**src/hw/rtl/udpdmx_pkg.sv**
```systemverilog
// Package for the UDP port demultiplexer: operation and status codes,
// header constants and the request type passed from front to back.
// No dependencies.
`default_nettype none
package udpdmx_pkg;

    typedef enum logic [1:0] {
        OP_PACKET = 2'd0,
        OP_BIND   = 2'd1,
        OP_UNBIND = 2'd2,
        OP_RECV   = 2'd3
    } op_t;

    typedef enum logic [3:0] {
        ST_OK       = 4'd0,
        ST_DROP     = 4'd1,
        ST_BADPORT  = 4'd2,
        ST_EMPTY    = 4'd3,
        ST_PERR     = 4'd4,
        ST_ARP      = 4'd5,
        ST_ECHO     = 4'd6,
        ST_NOTIFIED = 4'd7,
        ST_IGNORED  = 4'd8
    } status_t;

    // What the back end must do with a classified request.
    typedef enum logic [2:0] {
        ACT_DONE   = 3'd0,
        ACT_UDP    = 3'd1,
        ACT_ICMP   = 3'd2,
        ACT_BIND   = 3'd3,
        ACT_UNBIND = 3'd4,
        ACT_RECV   = 3'd5
    } act_t;

    // Back end sequencing.
    typedef enum logic [1:0] {
        BK_IDLE   = 2'd0,
        BK_PORT   = 2'd1,
        BK_FINISH = 2'd2
    } back_state_t;

    localparam logic [15:0] ETYPE_ARP  = 16'h0806;
    localparam logic [15:0] ETYPE_IPV4 = 16'h0800;
    localparam logic [7:0]  PROTO_ICMP = 8'd1;
    localparam logic [7:0]  PROTO_UDP  = 8'd17;
    localparam logic [7:0]  ICMP_TYPE_ECHO = 8'd8;
    localparam logic [7:0]  ICMP_UNREACH = 8'd3;
    localparam logic [7:0]  ICMP_TIMEX = 8'd11;
    localparam logic [7:0]  ICMP_TYPE_QUENCH = 8'd4;
    localparam logic [11:0] ARP_MIN_LEN = 12'd42;
    localparam logic [11:0] IP_MIN_LEN  = 12'd34;
    localparam logic [15:0] UDP_HDR_LEN = 16'd8;

    typedef struct packed {
        act_t        act;
        status_t     status;
        logic [15:0] port;
        logic [15:0] src_port;
        logic [31:0] src_ip;
        logic [12:0] plen;
        logic [15:0] max_len;
    } req_t;

endpackage
`default_nettype wire

```
**src/hw/rtl/udpdmx_front.sv**
```systemverilog
// Front end: accepts requests, checks headers and settles all outcomes that
// need no per-port state. Handles the ARP answered flag. Uses udpdmx_pkg.
`default_nettype none
module udpdmx_front
    import udpdmx_pkg::*;
#(
    parameter int MAX_PAYLOAD = 512
) (
    input  wire logic        clk,
    input  wire logic        rst_n,
    input  wire logic        in_valid,
    input  wire logic [1:0]  op,
    input  wire logic [11:0] frame_len,
    input  wire logic [15:0] ethertype,
    input  wire logic [7:0]  ip_protocol,
    input  wire logic [3:0]  ihl,
    input  wire logic [15:0] port,
    input  wire logic [15:0] src_port,
    input  wire logic [15:0] udp_len,
    input  wire logic [31:0] src_ip,
    input  wire logic [7:0]  icmp_type,
    input  wire logic [15:0] inner_port,
    input  wire logic [15:0] max_len,
    input  wire logic        accept,
    output req_t             req
);

    logic        arp_done_reg;
    logic        arp_done_next;
    logic [12:0] min_len;
    logic [15:0] pay;

    always_comb
    begin
        min_len = 13'd22 + {7'd0, ihl, 2'b00};
        pay = (udp_len >= UDP_HDR_LEN) ? udp_len - UDP_HDR_LEN : 16'd0;
        arp_done_next = arp_done_reg;
        req.act = ACT_DONE;
        req.status = ST_OK;
        req.port = port;
        req.src_port = src_port;
        req.src_ip = src_ip;
        req.max_len = max_len;
        req.plen = (pay > 16'(MAX_PAYLOAD)) ? 13'(MAX_PAYLOAD) : pay[12:0];
        unique case (op_t'(op))
            OP_BIND:   req.act = ACT_BIND;
            OP_UNBIND: req.act = ACT_UNBIND;
            OP_RECV:   req.act = ACT_RECV;
            OP_PACKET:
            begin
                priority if (frame_len >= ARP_MIN_LEN && ethertype == ETYPE_ARP)
                begin
                    req.status = arp_done_reg ? ST_DROP : ST_ARP;
                    arp_done_next = 1'b1;
                end
                else if (!(frame_len >= IP_MIN_LEN && ethertype == ETYPE_IPV4))
                    req.status = ST_DROP;
                else if ({1'b0, frame_len} < min_len)
                    req.status = ST_DROP;
                else if (ip_protocol == PROTO_ICMP)
                begin
                    priority if (icmp_type == ICMP_TYPE_ECHO)
                        req.status = ST_ECHO;
                    else if (icmp_type == ICMP_UNREACH || icmp_type == ICMP_TIMEX
                             || icmp_type == ICMP_TYPE_QUENCH)
                    begin
                        req.act = ACT_ICMP;
                        req.port = inner_port;
                    end
                    else
                        req.status = ST_DROP;
                end
                else if (ip_protocol != PROTO_UDP || ihl < 4'd5)
                    req.status = ST_DROP;
                else
                    req.act = ACT_UDP;
            end
            default: req.act = ACT_DONE;
        endcase
    end

    always_ff @(posedge clk or negedge rst_n)
    begin
        if (!rst_n)
            arp_done_reg <= 1'b0;
        else if (in_valid && accept)
            arp_done_reg <= arp_done_next;
    end

endmodule
`default_nettype wire

```
**config.mk**
```make
export PLATFORM = sky130hd
export DESIGN_NAME = udpdmx_front
export DESIGN_NICKNAME = d
export VERILOG_FILES = /design/src/hw/rtl/udpdmx_pkg.sv /design/src/hw/rtl/udpdmx_front.sv
export SDC_FILE = /design/constraint.sdc
export NUM_CORES = 1
export LEC_CHECK = 0
export BUFFER_PORTS_ARGS = -buffer_cell sky130_fd_sc_hd__buf_4
export CORE_AREA = 2 2 102 104
export DETAILED_ROUTE_END_ITERATION = 7
export DIE_AREA = 0 0 104 106
export PLACE_DENSITY = 0.56
export SKIP_CTS_REPAIR_TIMING = 1
export SYNTH_ARGS = -nofsm -noshare
export SYNTH_HDL_FRONTEND = slang
export SYNTH_SLANG_ARGS = --single-unit
```
**constraint.sdc**
```tcl
create_clock -name clk -period 3.6 [get_ports clk]
set_input_delay 0.36 -clock clk [delete_from_list [all_inputs] [get_ports clk]]
set_output_delay 0.36 -clock clk [all_outputs]
set_load 0.02 [all_outputs]
```
==> results.json <==
{
  "max-cap-violations": 0,
  "arrival_ps": 2800,
  "routabilityCongestion": 0.8215,
  "ys_seq_elements": 1,
  "crit_slowest_cell": "a2111oi_0",
  "ys_warn_count": 0,
  "layout-drive-gt1-share_pct": 56.99,
  "async_flop_share_pct": 100.0,
  "setup_viol": 0,
  "yosys.area.top_type_share_pct": 32.28,
  "synth_most_common_cell": "buf_4",
  "finClkSkew_ps": 0,
  "largest_reg_flops": 1,
  "die_y_um": 106,
  "wl_per_cell_um": 13.37,
  "design_area_um2": 2228,
  "drc": 0,
  "synth_edf_count": 0,
  "tightest_slew_ps": 708.8,
  "drtPass1Iterations": 4,
  "worstHoldPathType": "input pin to asynchronous set/reset pin",
  "dieArea_um2": 11020,
  "grt_setup_unrepaired": "false",
  "period_needed_ps": 3161,
  "nNetsFinal": 448,
  "viasPerCell": 4.130,
  "routed_wl_mm": 5.456,
  "fin_hold_ws_ps": 135.2,
  "via_count": 1685,
  "irDropWorstVdd_uv": 29.31,
  "initial_core_util_pct": 15.82,
  "grt_first_pass_wirelength_mm": 8.459,
  "status": "completed",
  "finalPower_mw": 0.2086,
  "synth_common_cells": "buf_4, inv_1, nor3_1, nor2_1, mux2_4",
  "fin_util_pct": 22.28,
  "required_ps": 3240,
  "grt_max_degree": 17,
  "drt_first_iter_violations": 16,
  "synth.largest_area_cell": "buf_4",
  "hold_viol": 0,
  "p_per_area_nw_per_um2": 93.60,
  "coreArea_um2": 10000,
  "timing.fmax_mhz": 316.4,
  "p_leak_nw": 1.056,
  "ios": 266,
  "area_delta_synth_final_pct": 40.90,
  "critPathLaunchType": "input pin",
  "critPathKind": "input pin to output port",
  "cp_top_family": "compound AO/OA/AOI/OAI gates",
  "num_rows": 37,
  "slew-limit-headroom_pct": 52.75,
  "path_max_fanout": 16,
  "ys_types": 46,
  "ys_seq_area_share_pct": 1.582,
  "clk_pin_slew_worst_paths_ps": 0,
  "cp_cell_sequence": "buf_4, a21oi_1, xor2_1, ha_1, a21o_1, a2111oi_0, o21a_1, nor4_4, buf_4, mux2_4, buf_4",
  "dpl-instance-area_um2": 2228,
  "clock_latency_ps": 0,
  "synth_area_leaders": "buf_4, mux2_4, ha_1",
  "ys.flop_type": "dfrtp_1",
  "cpPeakStageDelay_ps": 420,
  "nFillCells": 1112,
  "netlist_area_um2": 1582,
  "critPathBufInv": 3,
  "globalRouteTotalUtil_pct": 9.028,
  "grt_pass1_vias": 1726,
  "critPathCaptureType": "output port",
  "dp_hpwl_mm": 4.872,
  "die_w_um": 104,
  "grt_overflow": 0,
  "final-max-slew-violation-count": 0,
  "ant_nets": 0,
  "syn-mean-instance-area_um2": 7.640,
  "setup_tns_ps": 0,
  "antenna_found_initial": 0,
  "path_common_cell": "buf_4",
  "numPortBuffers": 132,
  "post-route-period-util_pct": 87.80,
  "synthCells": 207,
  "antenna-diode-count": 0
}
## path summary, 6_finish.rpt
path / depth (start not counted) / endpoint / from / slack, ps
max: 11 / req[87] / ihl[0] / 440
min: 1 / arp_done_reg / rst_n / 140
max reg2reg: 2 / arp_done_reg / arp_done_reg / 3010
min reg2reg: 2 / arp_done_reg / arp_done_reg / 460
max in group asynchronous: 1 / arp_done_reg / rst_n / 3380
min in group clk: 2 / arp_done_reg / arp_done_reg / 460
## layout make-up
| cell class | count | area (µm²) | area share (%) |
|---|---|---|---|
| inverter | 14 | 52.55 | 2.358 |
| timing repair buffer | 133 | 998.5 | 44.81 |
| sequential | 1 | 25.02 | 1.123 |
| tap | 136 | 170.2 | 7.636 |
| multi-input combinational | 124 | 982.2 | 44.08 |
## report_power, final
part	internal (mW)	switching (mW)	leakage [nW]	total [mW]
registers	0.0114	0	0.00875	0.0114
logic	0.117	0.0805	1.05	0.197
clock network	0	0	0	0
total	0.128	0.0805	1.06	0.209
## layout by cell type (no fill, tap or decap), types with 3 or more instances in the layout
cell,n
nor4_1,3
a21boi_0,4
a21o_1,3
nand2_1,4
mux2_4,10
nor3_1,13
mux2_2,6
conb_1,4
nand3_1,3
ha_1,8
xor2_1,3
nor2_1,12
buf_4,133
nor4b_1,3
a21oi_1,6
o21ai_0,4
nand4b_1,6
inv_1,14
xnor2_1,3
## through the flow
step / setup slack (ps) / cells
finish: 439.2 / 408
global route: 199.0 / 408
CTS: 406.3 / 408
detailed placement: 414.1 / 408
global placement: 475.4 / 408
floorplan: 909.1 / 210
## kinds of logic (layout without fill, tap and decap cells)
group                    count (synthesis)  after routing  synth area share [%]
buffers and inverters                   85            147                 37.02
AND/OR/NAND/NOR                         59             59                 23.89
AO/OA/AOI/OAI                           31             31                 13.85
multiplexers                            16             16                 13.77
adder cells (fa/ha/maj)                  8              8                 6.329
XOR/XNOR                                 6              6                 3.323
other                                    1              4                0.2371
flip-flops                               1              1                 1.582
## routing by layer
layer | GRT usage [%] | wire [µm] | vias to the layer above
li1 | - | - | 802
met1 | 7.624 | 1593 | 712
met2 | 18.23 | 2777 | 133
met3 | 3.801 | 817 | 38
met4 | 3.861 | 267 | 0
met5 | 0 | 0 | -
(Power assumes the default switching activity.)
