### src/hw/rtl/udpdmx_pkg.sv
// Package for the UDP port demultiplexer: operation and status codes,
// header constants and the request type passed from front to back.
// No dependencies.
`default_nettype none
package udpdmx_pkg;

    typedef enum logic [1:0] {
        OP_PACKET = 2'd0,
        OP_BIND   = 2'd1,
        OP_UNBIND = 2'd2,
        OP_RECV   = 2'd3
    } op_t;

    typedef enum logic [3:0] {
        ST_OK       = 4'd0,
        ST_DROP     = 4'd1,
        ST_BADPORT  = 4'd2,
        ST_EMPTY    = 4'd3,
        ST_PERR     = 4'd4,
        ST_ARP      = 4'd5,
        ST_ECHO     = 4'd6,
        ST_NOTIFIED = 4'd7,
        ST_IGNORED  = 4'd8
    } status_t;

    // What the back end must do with a classified request.
    typedef enum logic [2:0] {
        ACT_DONE   = 3'd0,
        ACT_UDP    = 3'd1,
        ACT_ICMP   = 3'd2,
        ACT_BIND   = 3'd3,
        ACT_UNBIND = 3'd4,
        ACT_RECV   = 3'd5
    } act_t;

    // Back end sequencing.
    typedef enum logic [1:0] {
        BK_IDLE   = 2'd0,
        BK_PORT   = 2'd1,
        BK_FINISH = 2'd2
    } back_state_t;

    localparam logic [15:0] ETYPE_ARP  = 16'h0806;
    localparam logic [15:0] ETYPE_IPV4 = 16'h0800;
    localparam logic [7:0]  PROTO_ICMP = 8'd1;
    localparam logic [7:0]  PROTO_UDP  = 8'd17;
    localparam logic [7:0]  ICMP_TYPE_ECHO = 8'd8;
    localparam logic [7:0]  ICMP_UNREACH = 8'd3;
    localparam logic [7:0]  ICMP_TIMEX = 8'd11;
    localparam logic [7:0]  ICMP_TYPE_QUENCH = 8'd4;
    localparam logic [11:0] ARP_MIN_LEN = 12'd42;
    localparam logic [11:0] IP_MIN_LEN  = 12'd34;
    localparam logic [15:0] UDP_HDR_LEN = 16'd8;

    typedef struct packed {
        act_t        act;
        status_t     status;
        logic [15:0] port;
        logic [15:0] src_port;
        logic [31:0] src_ip;
        logic [12:0] plen;
        logic [15:0] max_len;
    } req_t;

endpackage
`default_nettype wire

### src/hw/rtl/udpdmx_fifo.sv
// Two-entry request queue between front and back end.
// Uses udpdmx_pkg for the request type.
`default_nettype none
module udpdmx_fifo
    import udpdmx_pkg::*;
(
    input  wire logic clk,
    input  wire logic rst_n,
    input  wire logic wr_en,
    input  req_t      wr_data,
    output logic      full,
    input  wire logic rd_en,
    output logic      not_empty,
    output req_t      rd_data
);

    req_t       mem_reg [2];
    logic       wp_reg;
    logic       rp_reg;
    logic [1:0] cnt_reg;

    assign full = cnt_reg == 2'd2;
    assign not_empty = cnt_reg != 2'd0;
    assign rd_data = mem_reg[rp_reg];

    always_ff @(posedge clk)
    begin
        if (wr_en)
            mem_reg[wp_reg] <= wr_data;
    end

    always_ff @(posedge clk or negedge rst_n)
    begin
        if (!rst_n)
        begin
            wp_reg <= 1'b0;
            rp_reg <= 1'b0;
            cnt_reg <= 2'd0;
        end
        else
        begin
            if (wr_en)
                wp_reg <= ~wp_reg;
            if (rd_en)
                rp_reg <= ~rp_reg;
            cnt_reg <= cnt_reg + {1'b0, wr_en} - {1'b0, rd_en};
        end
    end

endmodule
`default_nettype wire

### config.mk
export PLATFORM = sky130hd
export DESIGN_NAME = udpdmx_fifo
export DESIGN_NICKNAME = d
export VERILOG_FILES = /design/src/hw/rtl/udpdmx_pkg.sv /design/src/hw/rtl/udpdmx_fifo.sv
export SDC_FILE = /design/constraint.sdc
export NUM_CORES = 1
export LEC_CHECK = 0
export BUFFER_PORTS_ARGS = -buffer_cell sky130_fd_sc_hd__clkbuf_2
export CAP_MARGIN = 25
export CORE_UTILIZATION = 50
export DETAILED_ROUTE_END_ITERATION = 8
export GPL_TIMING_DRIVEN = 0
export HOLD_SLACK_MARGIN = 0.03
export PLACE_DENSITY = 0.75
export SLEW_MARGIN = 10
export SYNTH_ARGS = -nofsm -noshare
export SYNTH_HDL_FRONTEND = slang
export SYNTH_SLANG_ARGS = --single-unit
### constraint.sdc
create_clock -name clk -period 6.75 [get_ports clk]
set_input_delay 1.6875 -clock clk [delete_from_list [all_inputs] [get_ports clk]]
set_output_delay 1.6875 -clock clk [all_outputs]
set_load 0.02 [all_outputs]
==> impl_metrics.tcl, run 1 <==
set metrics [dict create \
    status "finished clean" \
    grt_use_total 0.1623 \
    ys_seq_area_frac 0.7763 \
    rows 45 \
    synth_most_common_cell "edfxtp_1" \
    ys_ff_latch 204 \
    worstPathArrival_ps 1750 \
    multi_input_area_sq_um 1565 \
    final.setup.tns_ps 0 \
    clk_pin_slew_ps 50 \
    p_leak_nw 4.042 \
    grt_pass1_wl_um 20210 \
    cp-start-kind "flop" \
    final_nets 664 \
    min_period_over_period 0.5086 \
    gp_congestion 0.7055 \
    vdd_ir_drop_max_mv 0.2886 \
    pin_count 206 \
    synthToLayoutAreaGrowth_pct 25.10 \
    syn_avg_cell_area_sq_um 24.13 \
    coreArea_sq_um 15260 \
    clockPowerShare 0.229 \
    hpwl_um 9034 \
    hold_violations 0 \
    drc 0 \
    critical_path_required_ps 5060 \
    dieHeight_um 127.4 \
    crit_start "rp_reg" \
    max_cap_viol_count 0 \
    post_drt_wl_per_cell_um 16.93 \
    layout.cells.non_filler 781 \
    grt-ovfl-total 0 \
    initial_core_util 0.5155 \
    largest_reg_flops 200 \
    yosysUniqueCellTypes 14 \
    fmaxAchievable_mhz 291.3 \
    register_area_sq_um 6106 \
    wl_um 13230 \
    skew_ps 5.100 \
    firstDrtPassIters 6 \
    yosys_warnings 0 \
    synth_edf_count 200 \
    final.setup.worst_slack_ps 3317 \
    dpl_cell_area_sq_um 9253 \
    synth.largest_area_cell "edfxtp_1" \
    fin_util 0.6449 \
    cts_setup_buffers 0 \
    placedCellCount 746 \
    rsz0062_at_grt "no" \
    min_path_type "flop to flop" \
    final_antenna_net_count 0 \
    switchingPower_mw 1.350 \
    pwr-share-seq 0.401 \
    num-fill-cells 1050 \
    cts_buffer_depth 3 \
    fp.dieW_um 127.4 \
    drive_above_1_share 0.6134 \
    critPathKind "flop to primary output" \
    antenna_found_initial 2 \
    synth_ff_type "edfxtp_1" \
    dieArea_sq_um 16240 \
    holdWs_ps 553.7 \
    synth_cells 326 \
    slew-limit-headroom 0.5433 \
    via_per_inst 4.800 \
    synth_area_sq_um 7865 \
    finalPower_mw 4.353 \
    hp-start "wp_reg" \
    yosys.area.top_type_share 0.7636 \
    p_int_mw 3.003 \
    clock-sinks 204 \
    portBuffers 205 \
    cts_root_buf "clkbuf_16" \
    end_kind "primary output" \
    cts-resized-gates 0 \
    maxSlewViolCount 0 \
    drtIter0Drc 168 \
    swShare 0.3101 \
    cts_buffers 21 \
    yosys-top-cells-count "edfxtp_1 (200), mux2_4 (90), mux2_2 (10), buf_12 (9), dfrtp_1 (4)" \
    place_ws_ps 3472 \
    htreeDepth 1 \
    tightest_slew_ps 685.1 \
    async_reset_ff_frac 0.01961 \
    powerDensity_nw_per_um2 442.4 \
    final_area_sq_um 9839 \
    cts_tree "built" \
    crit_path_max_fanout 10 \
    clkLatencyLatePin_ps 480 \
    vias 3749 \
    netlist_top_cells_area "edfxtp_1 (76%), mux2_4 (17%), buf_12 (2.3%)" \
    hold_buffers 0 \
    finalSetupViolCount 0 \
    syn_nets 432 \
    layout_min_cycle_time_ps 3433 \
    p_comb_frac 0.370 \
    grt_pass1_vias 4049 \
    rr_startpoint "wp_reg" \
    grt_max_degree 55 \
]
==> worst paths after layout <==
| check | to | slack [ps] | depth (start not counted) |
|---|---|---|---|
| setup / recovery | rd_data[54] | 3320 | 4 |
| hold / removal | wp_reg | 550 | 1 |
| setup reg to reg | mem_reg[0][60] | 4950 | 3 |
| hold reg to reg | wp_reg | 550 | 1 |
| max in group asynchronous | rp_reg | 5620 | 1 |
| min in group asynchronous | cnt_reg[0] | 1010 | 1 |
==> worst max-delay path, cell delays in order, from the launching register on <==
cell and delay [ps]:
dfrtp_1 350, buf_6 250, buf_12 190, mux2_4 320, clkbuf_2 160
==> power by group through the flow <==
stage / Combinational (mW) / Clock, mW / Sequential (mW)
3_5_place_dp: 1.64 / 0 / 1.77
3_3_place_gp: 1.58 / 0 / 1.81
5_1_grt: 1.71 / 1.07 / 1.76
6_report: 1.61 / 0.996 / 1.74
2_1_floorplan: 1.19 / 0 / 1.78
4_1_cts: 1.64 / 1.03 / 1.75
==> placed cells by master, fill, tap and decap left out <==
| cell type | count |
|---|---|
| clkbuf_2 | 205 |
| edfxtp_1 | 200 |
| mux2_4 | 90 |
| clkbuf_16 | 21 |
| buf_12 | 12 |
| mux2_2 | 10 |
| clkbuf_1 | 5 |
| clkinv_2 | 4 |
| dfrtp_1 | 4 |
| clkinv_1 | 3 |
| inv_1 | 2 |
| xor2_1 | 2 |
| ha_1 | 2 |
| diode_2 | 1 |
| xor3_1 | 1 |
| buf_2 | 1 |
| buf_6 | 1 |
| and2_4 | 1 |
| or2_2 | 1 |
| nor2b_1 | 1 |
| nor2b_4 | 1 |
| inv_6 | 1 |
| buf_16 | 1 |
==> cells by family after synthesis <==
family | share of synthesized area
mux | 0.1861
simple gates | 0.003182
buf+inv | 0.02593
xor+xnor | 0.005250
fa+ha+maj | 0.003181
flops | 0.7763
==> routing by layer <==
layer	track usage	share of wire	vias to the layer above
met5	0	0.00076	-
met4	0.04832	0.015	2
met3	0.06281	0.096	21
met2	0.2803	0.49	162
met1	0.1870	0.40	1801
li1	-	-	1763
==> layout make-up <==
cell class / instances / share of cell area
Antenna cell: 1 / 0.0002543
Buffer: 11 / 0.01996
Clock buffer: 26 / 0.05532
Clock inverter: 8 / 0.004069
Inverter: 2 / 0.0007630
Multi-Input combinational cell: 109 / 0.1591
Sequential cell: 204 / 0.6205
Tap cell: 211 / 0.02683
Timing Repair Buffer: 209 / 0.1132
No activity file was read; power rests on OpenSTA's default activity.
==> inputs of run 2 (changes only) <==
Clock period 6.75 ns to 3.3 ns, I/O delays scaled along.
==> run 2 against run 1 <==
  * Global-route usage up 0.31 points
  * Clock-buffer cell count up 3
  * Power is 110% higher
  * Sequential share of layout area decreased by 0.31 points
  * Non-clock buffer count grew 1
  * Core utilization increased by 0.33 points
  * Critical path type unchanged
  * Largest power group unchanged
==> impl_metrics.tcl, run 2 (synthesis results as in run 1) <==
set metrics [dict create \
    end_kind "primary output" \
    pwr-share-seq 0.398 \
    portBuffers 205 \
    hold_violations 0 \
    final_nets 665 \
    wl_um 13310 \
    status "finished clean" \
    fmaxAchievable_mhz 386.3 \
    critical_path_required_ps 2470 \
    largest_reg_flops 200 \
    min_period_over_period 0.7844 \
    dieHeight_um 127.4 \
    final.setup.worst_slack_ps 711.4 \
    hold_buffers 0 \
    via_per_inst 4.817 \
    switchingPower_mw 2.771 \
    cts_root_buf "clkbuf_16" \
    initial_core_util 0.5155 \
    place_ws_ps 906.1 \
    p_comb_frac 0.374 \
    pin_count 206 \
    cts_setup_buffers 0 \
    slew-limit-headroom 0.5165 \
    finalPower_mw 8.953 \
    cts_buffer_depth 3 \
    layout.cells.non_filler 783 \
    final_common_cell "clkbuf_2" \
    clockPowerShare 0.228 \
    powerDensity_nw_per_um2 905.3 \
    dieArea_sq_um 16240 \
    cts-resized-gates 0 \
    critPathKind "flop to primary output" \
    grt_max_degree 61 \
    drc 0 \
    placedCellCount 747 \
    swShare 0.3095 \
    cp-start-kind "flop" \
    p_leak_nw 4.057 \
    coreArea_sq_um 15260 \
    crit_path_max_fanout 10 \
    vdd_ir_drop_max_mv 0.5453 \
    vias 3772 \
    n_antenna_cell 0 \
    p_int_mw 6.182 \
    grt_pass1_vias 4028 \
    drive_above_1_share 0.6049 \
    gp_congestion 0.6592 \
    rows 45 \
    firstDrtPassIters 4 \
    clkLatencyLatePin_ps 490 \
    htreeDepth 1 \
    min_path_type "primary input to asynchronous set/reset pin" \
    layout_min_cycle_time_ps 2589 \
    fp.dieW_um 127.4 \
    cts_tree "built" \
    holdWs_ps 129.0 \
    clk_pin_slew_ps 60 \
    skew_ps 5.263 \
    grt-ovfl-total 0 \
    mostFrequentLayoutCells "clkbuf_2 (205), edfxtp_1 (200), mux2_4 (90), clkbuf_16 (21), mux2_2 (10)" \
    cts_buffers 21 \
    synthToLayoutAreaGrowth_pct 25.74 \
    post_drt_wl_per_cell_um 17.00 \
    tightest_slew_ps 723.7 \
    hpwl_um 9292 \
    rsz0062_at_grt "no" \
    antenna_found_initial 0 \
    finalSetupViolCount 0 \
    maxSlewViolCount 0 \
    max_cap_viol_count 0 \
    grt_pass1_wl_um 20300 \
    final_antenna_net_count 0 \
    worstPathArrival_ps 1760 \
    clock-sinks 204 \
    drtIter0Drc 152 \
    grt_use_total 0.1654 \
]
run 2: changes by cell type in the layout (fill, tap and decap cells not counted):
cell	delta
buf_12	-3
buf_16	+4
clkbuf_1	+3
clkinv_2	-4
diode_2	-1
clkinv_1	+3
run 2: area by class of cell:
type	count	area [sq um]
timing repair buffer	210	1164
sequential	204	6106
clock inverter	7	31.28
clock buffer	29	555.5
tap	211	264.0
buffer	11	196.4
fill	1063	5369
inverter	2	7.507
multi-input combinational	109	1565
run 2: metrics by stage:
stage	area, sq um	util	TNS, ps
6_report	9889	0.6481	0
3_5_place_dp	9303	0.6097	0
2_1_floorplan	7874	-	0
3_3_place_gp	9164	0.6006	-32640
5_1_grt	9889	0.6481	0
4_1_cts	9889	0.6481	0
run 2: routing by layer:
metal	part of all wire	track usage	up-vias
li1	-	-	1769
met1	0.37	0.1826	1837
met2	0.53	0.2954	140
met3	0.084	0.05695	26
met4	0.022	0.05952	0
met5	0	0	-
run 2: power groups by stage:
| stage | registers (mW) | clock network, mW | logic [mW] |
|---|---|---|---|
| floorplan | 3.60 | 0 | 2.45 |
| global placement | 3.63 | 0 | 3.23 |
| detailed placement | 3.63 | 0 | 3.38 |
| CTS | 3.57 | 2.10 | 3.40 |
| global route | 3.61 | 2.20 | 3.54 |
| finish | 3.56 | 2.04 | 3.35 |
run 2: path summary, 6_finish.rpt:
path / start / endpoint / slack, ps / depth (start not counted)
min in group clk: wr_data[18] / mem_reg[1][18] / 530 / 1
min: rst_n / cnt_reg[1] / 130 / 1
max reg2reg: wp_reg / mem_reg[0][64] / 1510 / 3
max in group asynchronous: rst_n / wp_reg / 3050 / 1
max: rp_reg / rd_data[16] / 710 / 4
min reg2reg: wp_reg / wp_reg / 560 / 1
run 2: worst max-delay path: stages, from the launching register on:
cell and delay, ps:
dfrtp_1 350, buf_6 250, buf_12 190, mux2_4 310
clkbuf_2 170
